$ cat src/hdl/frst_pkg.sv
// shared types and codes for the fenwick range sum table
package frst_pkg;

	localparam int DATA_W = 32;

	typedef logic [DATA_W-1:0] word_t;

	typedef enum logic [1:0] {
		ACT_ADD   = 2'd0,
		ACT_SET   = 2'd1,
		ACT_RANGE = 2'd2,
		ACT_GET   = 2'd3
	} action_t;

	typedef enum logic {
		ALU_ADD = 1'b0,
		ALU_SUB = 1'b1
	} alu_op_t;

	typedef struct packed {
		alu_op_t op;
		word_t   a;
		word_t   b;
	} alu_req_t;

endpackage

$ cat src/hdl/frst_alu.sv
// shared 32-bit add/subtract unit, wrapping two's complement
module frst_alu
	import frst_pkg::*;
(
	input  alu_req_t req,
	output word_t    y
);

	always_comb begin
		case (req.op)
			ALU_ADD: y = req.a + req.b;
			ALU_SUB: y = req.a - req.b;
			default: y = req.a + req.b;
		endcase
	end

endmodule

$ cat config.mk
export PLATFORM = sky130hd
export DESIGN_NAME = frst_alu
export DESIGN_NICKNAME = d
export VERILOG_FILES = /design/src/hdl/frst_pkg.sv /design/src/hdl/frst_alu.sv
export SDC_FILE = /design/constraint.sdc
export NUM_CORES = 1
export LEC_CHECK = 0
export ABC_CLOCK_PERIOD_IN_PS = 9100
export BUFFER_PORTS_ARGS = -buffer_cell sky130_fd_sc_hd__buf_2
export CAP_MARGIN = 20
export CELL_PAD_IN_SITES_DETAIL_PLACEMENT = 1
export CELL_PAD_IN_SITES_GLOBAL_PLACEMENT = 2
export CORE_ASPECT_RATIO = 0.75
export CORE_MARGIN = 1.5
export CORE_UTILIZATION = 28
export DETAILED_ROUTE_END_ITERATION = 6
export PLACE_DENSITY = 0.95
export SLEW_MARGIN = 15
export SYNTH_ARGS = -nofsm -noshare
export SYNTH_HDL_FRONTEND = slang
export SYNTH_SLANG_ARGS = --single-unit
$ cat constraint.sdc
create_clock -name vclk -period 9.1
set_input_delay 1.82 -clock vclk [all_inputs]
set_output_delay 1.82 -clock vclk [all_outputs]
set_load 0.02 [all_outputs]
==> results.txt, run 1 <==
Crit Path Max Fanout: 7
Slew headroom: 33.7%
most frequent cells in the layout: buf_2 (97), a21oi_1 (45), xnor2_1 (42), nor2_1 (38), ha_1 (32)
Syn Area/Cell: 6.77 um^2
first-pass GRT wire length: 13600 um
Power per Cell Area: 120 mW/mm^2
Slowest cell on crit path: or4_4
Lkg Pwr: 1.31 nW
area leader, netlist: ha_1
Detail Route Antenna Nets: 0
YS warnings: 0
Post-Syn Area: 0.00236 mm^2
outcome: finished, final reports clean
Final Core Density: 36.5%
Peak Freq: 131 MHz
row cnt: 28
Mapped Nets: 446
RSZ-0062 raised after global routing: no
initial antenna violation count: 0
crit path DAT: 5.82 ns
DR vias/cell: 5.27
multi-input logic area: 0.00226 mm^2
register area: 0 um^2
critical path's top delay family: compound AO/OA/AOI/OAI gates
die area: 0.00898 mm^2
Fin. Hold Viols: 0
Via Count: 2839
Post-Syn Instances: 348
seq_cells: 0
Max Cap Viol: 0
Placeable Area: 0.00802 mm^2
worst hold path class: in2out
Avg WL per Cell: 15.5 um
setup TNS: 0 ns
measured slew at the worst slew-check pin: 0.982 ns
Resized Gates After CTS: 0
vias in the first global route: 2857
Routed WL: 8380 um
I/O Buffers: 97
clock buffer count in the final layout: 0
synthesis-to-layout area growth: 24.3%
DRC violations left: 0
Seq/Total Area, Yosys: 0%
1st-pass router iterations: 5
layout cell share with drive strength beyond 1: 25.3%
Final Max Slew Viols: 0
Filler Cell Count: 1087
detailed placement HPWL: 7320 um
ANT cells: 0
post-synth cell types: 51
WP data required: 7.28 ns
crit-path most repeated cell: a21oi_1
startpoint types: input pin
GRT overflow: 0
GPL Wtd Cong: 0.914
Critical Path Max Stage Delay: 0.55 ns
Synth top area share: 17.0%
GRT Total Usage: 18.6%
die width: 109 um
Peak supply drop: 57.3 uV
CP Buf/Inv Count: 2
CP Cell Sequence: buf_2 > or4_4 > or3_4 > nor2_2 > nand2_1 > nor3_1 > a21oi_1 > xnor2_1 > ha_1 > a21oi_1 > o21ai_0 > a21oi_1 > o21ai_2 > a311oi_1 > o211ai_1 > xnor2_1 > buf_2
Post-CTS Hold Buffers: 0
die span in y: 82.5 um
commonest non-fill, non-tap cell in the layout: buf_2
fin crit period: 7.64 ns
I/O pins: 97
Starting DRT DRC Count: 90
CP Capture Type: primary output
final setup vio count: 0
Post-CTS Setup Bufs: 0
part of the cycle the worst path needs: 84.0%
pin count of the biggest net entering global routing: 32
CP Class: in2out
fin nets: 534
Initial Util: 29.4%
Synth area leaders: ha_1 (17%), xnor2_1 (16%), a21oi_1 (9.6%), nor2_1 (6.1%), xor2_1 (5.6%)
synth_stat cells (all sizes together):
master and n:
inv 15, o211ai 3, nor2 39, a21oi 45, nand3b 1, clkbuf 9, o21ai 18, o31a 1
nor4 5, mux2 1, mux2i 1, nand2 24, and3 6, a211oi 2, fa 1, nor4b 3
buf 2, a41oi 2, xnor2 43, a311oi 2, o21ba 1, ha 32, nand3 9, o31ai 1
a32o 1, o21a 5, nor2b 5, or2 1, or4 3, o2bb2ai 2, a21o 7, or3 5
o21bai 7, xor2 15, o41ai 1, nor3 17, nand2b 1, a31oi 7, nand4 5
per-layer routing:
layer / wire [um] / vias to the layer above / part of all wire (%) / track usage [%]
met3: 475 / 2 / 5.7 / 1.88
met4: 13 / 0 / 0.16 / 0.263
met2: 3740 / 65 / 45 / 31.6
met1: 4150 / 1325 / 50 / 26.7
met5: 0 / - / 0 / 0
li1: - / 1447 / - / -
final cells by class:
type / instances / share of cell area [%]
well taps: 105 / 4.48
inverters: 15 / 1.92
multi-input cells: 322 / 77.0
repair buffers: 97 / 16.6
worst min-delay path: cells and delay by family:
family | cells | cell delay, ns
buffers and inverters | 4 | 0.31
adders and majority gates | 1 | 0.11
through the flow:
stage	worst slack, ns	total power, W	std cells	instance area (um^2)	hold slack, ns
after CTS	1.47	0.000352	539	2930	4.07
final	1.46	0.000350	539	2930	4.07
after floorplan	1.89	0.000239	348	2360	3.83
after global routing	1.16	0.000384	539	2930	4.11
after detailed placement	1.48	0.000350	539	2930	4.07
after global placement	1.59	0.000343	539	2930	4.06
report_power, final:
group          switching, W  total [W]  internal, W  leakage [nW]
clock network             0          0            0             0
registers                 0          0            0             0
logic              0.000218   0.000350     0.000132          1.31
final timing paths:
| path | startpoint | to | slack [ns] | cells after the start |
|---|---|---|---|---|
| worst max-delay path | req[3] | y[29] | 1.46 | 17 |
| worst min-delay path | req[32] | y[0] | 4.07 | 5 |
cell families (layout without fill, tap and decap cells):
kind of cell / count (synthesis) / after routing / synth area share, %
buffers and inverters: 26 / 112 / 4.25
XOR/XNOR: 58 / 58 / 21.9
AO/OA/AOI/OAI: 105 / 105 / 28.0
adder cells (fa/ha/maj): 33 / 33 / 17.8
multiplexers: 2 / 2 / 0.902
AND/OR/NAND/NOR: 124 / 124 / 27.2
Note: power is estimated with default switching activity, not from simulation.
==> run 2, diff against run 1 <==
ABC_CLOCK_PERIOD_IN_PS = 7400   (was 9100)
CORE_UTILIZATION = 26   (was 28)
PLACE_DENSITY = 0.89   (was 0.95)
clock period = 7.4 ns   (was 9.1 ns; I/O delays follow)
==> run 2 against run 1 <==
Against the previous run: sequential cell count unchanged; combinational power increased by 23%; via count up 0.28%; largest power group unchanged.
==> results.txt, run 2 (synthesis gave the netlist of run 1 again) <==
outcome: finished, final reports clean
ANT cells: 0 (unchanged)
Via Count: 2847 (+0.28%)
CP Class: in2out
Crit Path Max Fanout: 6 (-1)
Final Max Slew Viols: 0 (unchanged)
Avg WL per Cell: 15.4 um (-1.0%)
DR vias/cell: 5.24 (-0.46%)
die area: 0.00965 mm^2 (+7.4%)
critical path endpoint: y[25]
Max Cap Viol: 0 (unchanged)
DRC violations left: 0 (unchanged)
Lkg Pwr: 1.32 nW (+0.40%)
Post-CTS Setup Bufs: 0 (unchanged)
layout cell share with drive strength beyond 1: 25.5% (+0.17 points)
Peak Freq: 142 MHz
fin nets: 535 (+0.19%)
I/O Buffers: 97 (unchanged)
part of the cycle the worst path needs: 94.8%
I/O pins: 97 (unchanged)
register area: 0 um^2 (unchanged)
setup TNS: 0 ns (unchanged)
die span in y: 85.5 um (+3.6%)
CP Capture Type: primary output
commonest non-fill, non-tap cell in the layout: buf_2
final setup vio count: 0 (unchanged)
most frequent cells in the layout: buf_2 (97), a21oi_1 (45), xnor2_1 (42), nor2_1 (38), ha_1 (32)
row cnt: 29 (+3.6%)
GRT overflow: 0 (unchanged)
cell count after placement: 543 (+0.74%)
Post-CTS Hold Buffers: 0 (unchanged)
Resized Gates After CTS: 0 (unchanged)
WP data required: 5.92 ns (-1.36 ns)
Peak supply drop: 69.1 uV (+21%)
die width: 113 um (+3.7%)
RSZ-0062 raised after global routing: no
Filler Cell Count: 1154 (+6.2%)
fin crit period: 7.02 ns
Placeable Area: 0.00864 mm^2 (+7.6%)
Slew headroom: 36.2% (+2.5 points)
seq_cells: 0 (unchanged)
Power per Cell Area: 146 mW/mm^2 (+22%)
Routed WL: 8360 um (-0.26%)
crit path DAT: 5.54 ns (-0.28 ns)
first-pass GRT wire length: 13800 um (+1.3%)
vias in the first global route: 2842 (-0.53%)
Starting DRT DRC Count: 107 (+19%)
detailed placement HPWL: 7290 um (-0.41%)
pin count of the biggest net entering global routing: 32 (unchanged)
Detail Route Antenna Nets: 0 (unchanged)
synthesis-to-layout area growth: 24.8%
measured slew at the worst slew-check pin: 0.945 ns (-0.0367 ns)
startpoint types: input pin
Layout Cells excl Fill: 543 (+0.74%)
worst hold path class: in2out
1st-pass router iterations: 4 (-1)
CP startpoint: req[5]
initial antenna violation count: 0 (unchanged)
Worst Hold Slack: 3.39 ns (-0.681 ns)
clock buffer count in the final layout: 0 (unchanged)
Fin. Hold Viols: 0 (unchanged)
GPL Wtd Cong: 0.939 (+2.8%)
GRT Total Usage: 17.0% (-1.6 points)
Initial Util: 27.3% (-2.1 points)
-- run 2: cell count changes in the layout (fill, tap and decap cells not counted) --
cell / before / now
buf_4: 0 / 1
-- run 2: power breakdown --
part | internal, W | total, W | switching (W) | leakage [nW]
logic | 0.000162 | 0.000430 | 0.000267 | 1.32
clock network | 0 | 0 | 0 | 0
registers | 0 | 0 | 0 | 0
-- run 2: cell type report --
class,count,area [um^2],area share [%]
multi-input combinational,322,2260,76.7
timing repair buffer,98,493,16.8
tap,108,135,4.59
inverter,15,56.3,1.91
-- run 2: metrics by stage --
stage               area (um^2)  utilization [%]  setup slack, ns  power, W
finish                     2940             34.1            0.381  0.000430
detailed placement         2940             34.1            0.388  0.000430
global placement           2940             34.1            0.551  0.000423
CTS                        2940             34.1            0.385  0.000432
floorplan                  2360                -            0.874  0.000294
global route               2940             34.1           0.0307  0.000471
-- run 2: critical path, stage by stage --
cell and delay (ns):
buf_2 0.11, or4_4 0.57, or3_4 0.36, nor4_1 0.47
a21oi_1 0.16, xnor2_1 0.16, ha_1 0.40, nand3_1 0.15
or3_1 0.40, o21ai_2 0.29, a311oi_1 0.26, o31ai_1 0.32
xor2_1 0.21, buf_2 0.19
-- run 2: worst min path at each step --
stage	from	endpoint	slack, ns	cells past startpoint
finish	req[32]	y[0]	3.39	5
global route	req[32]	y[0]	3.41	5
CTS	req[32]	y[0]	3.39	5
detailed placement	req[32]	y[0]	3.39	5
global placement	req[32]	y[0]	3.38	5
floorplan	req[0]	y[0]	3.15	2
-- run 2: per-layer routing --
metal	up-vias	GRT usage [%]	share of wire (%)
met3	6	1.21	4.6
li1	1446	-	-
met4	0	1.48	0.65
met2	77	28.4	44
met1	1318	24.8	51
met5	-	0	0
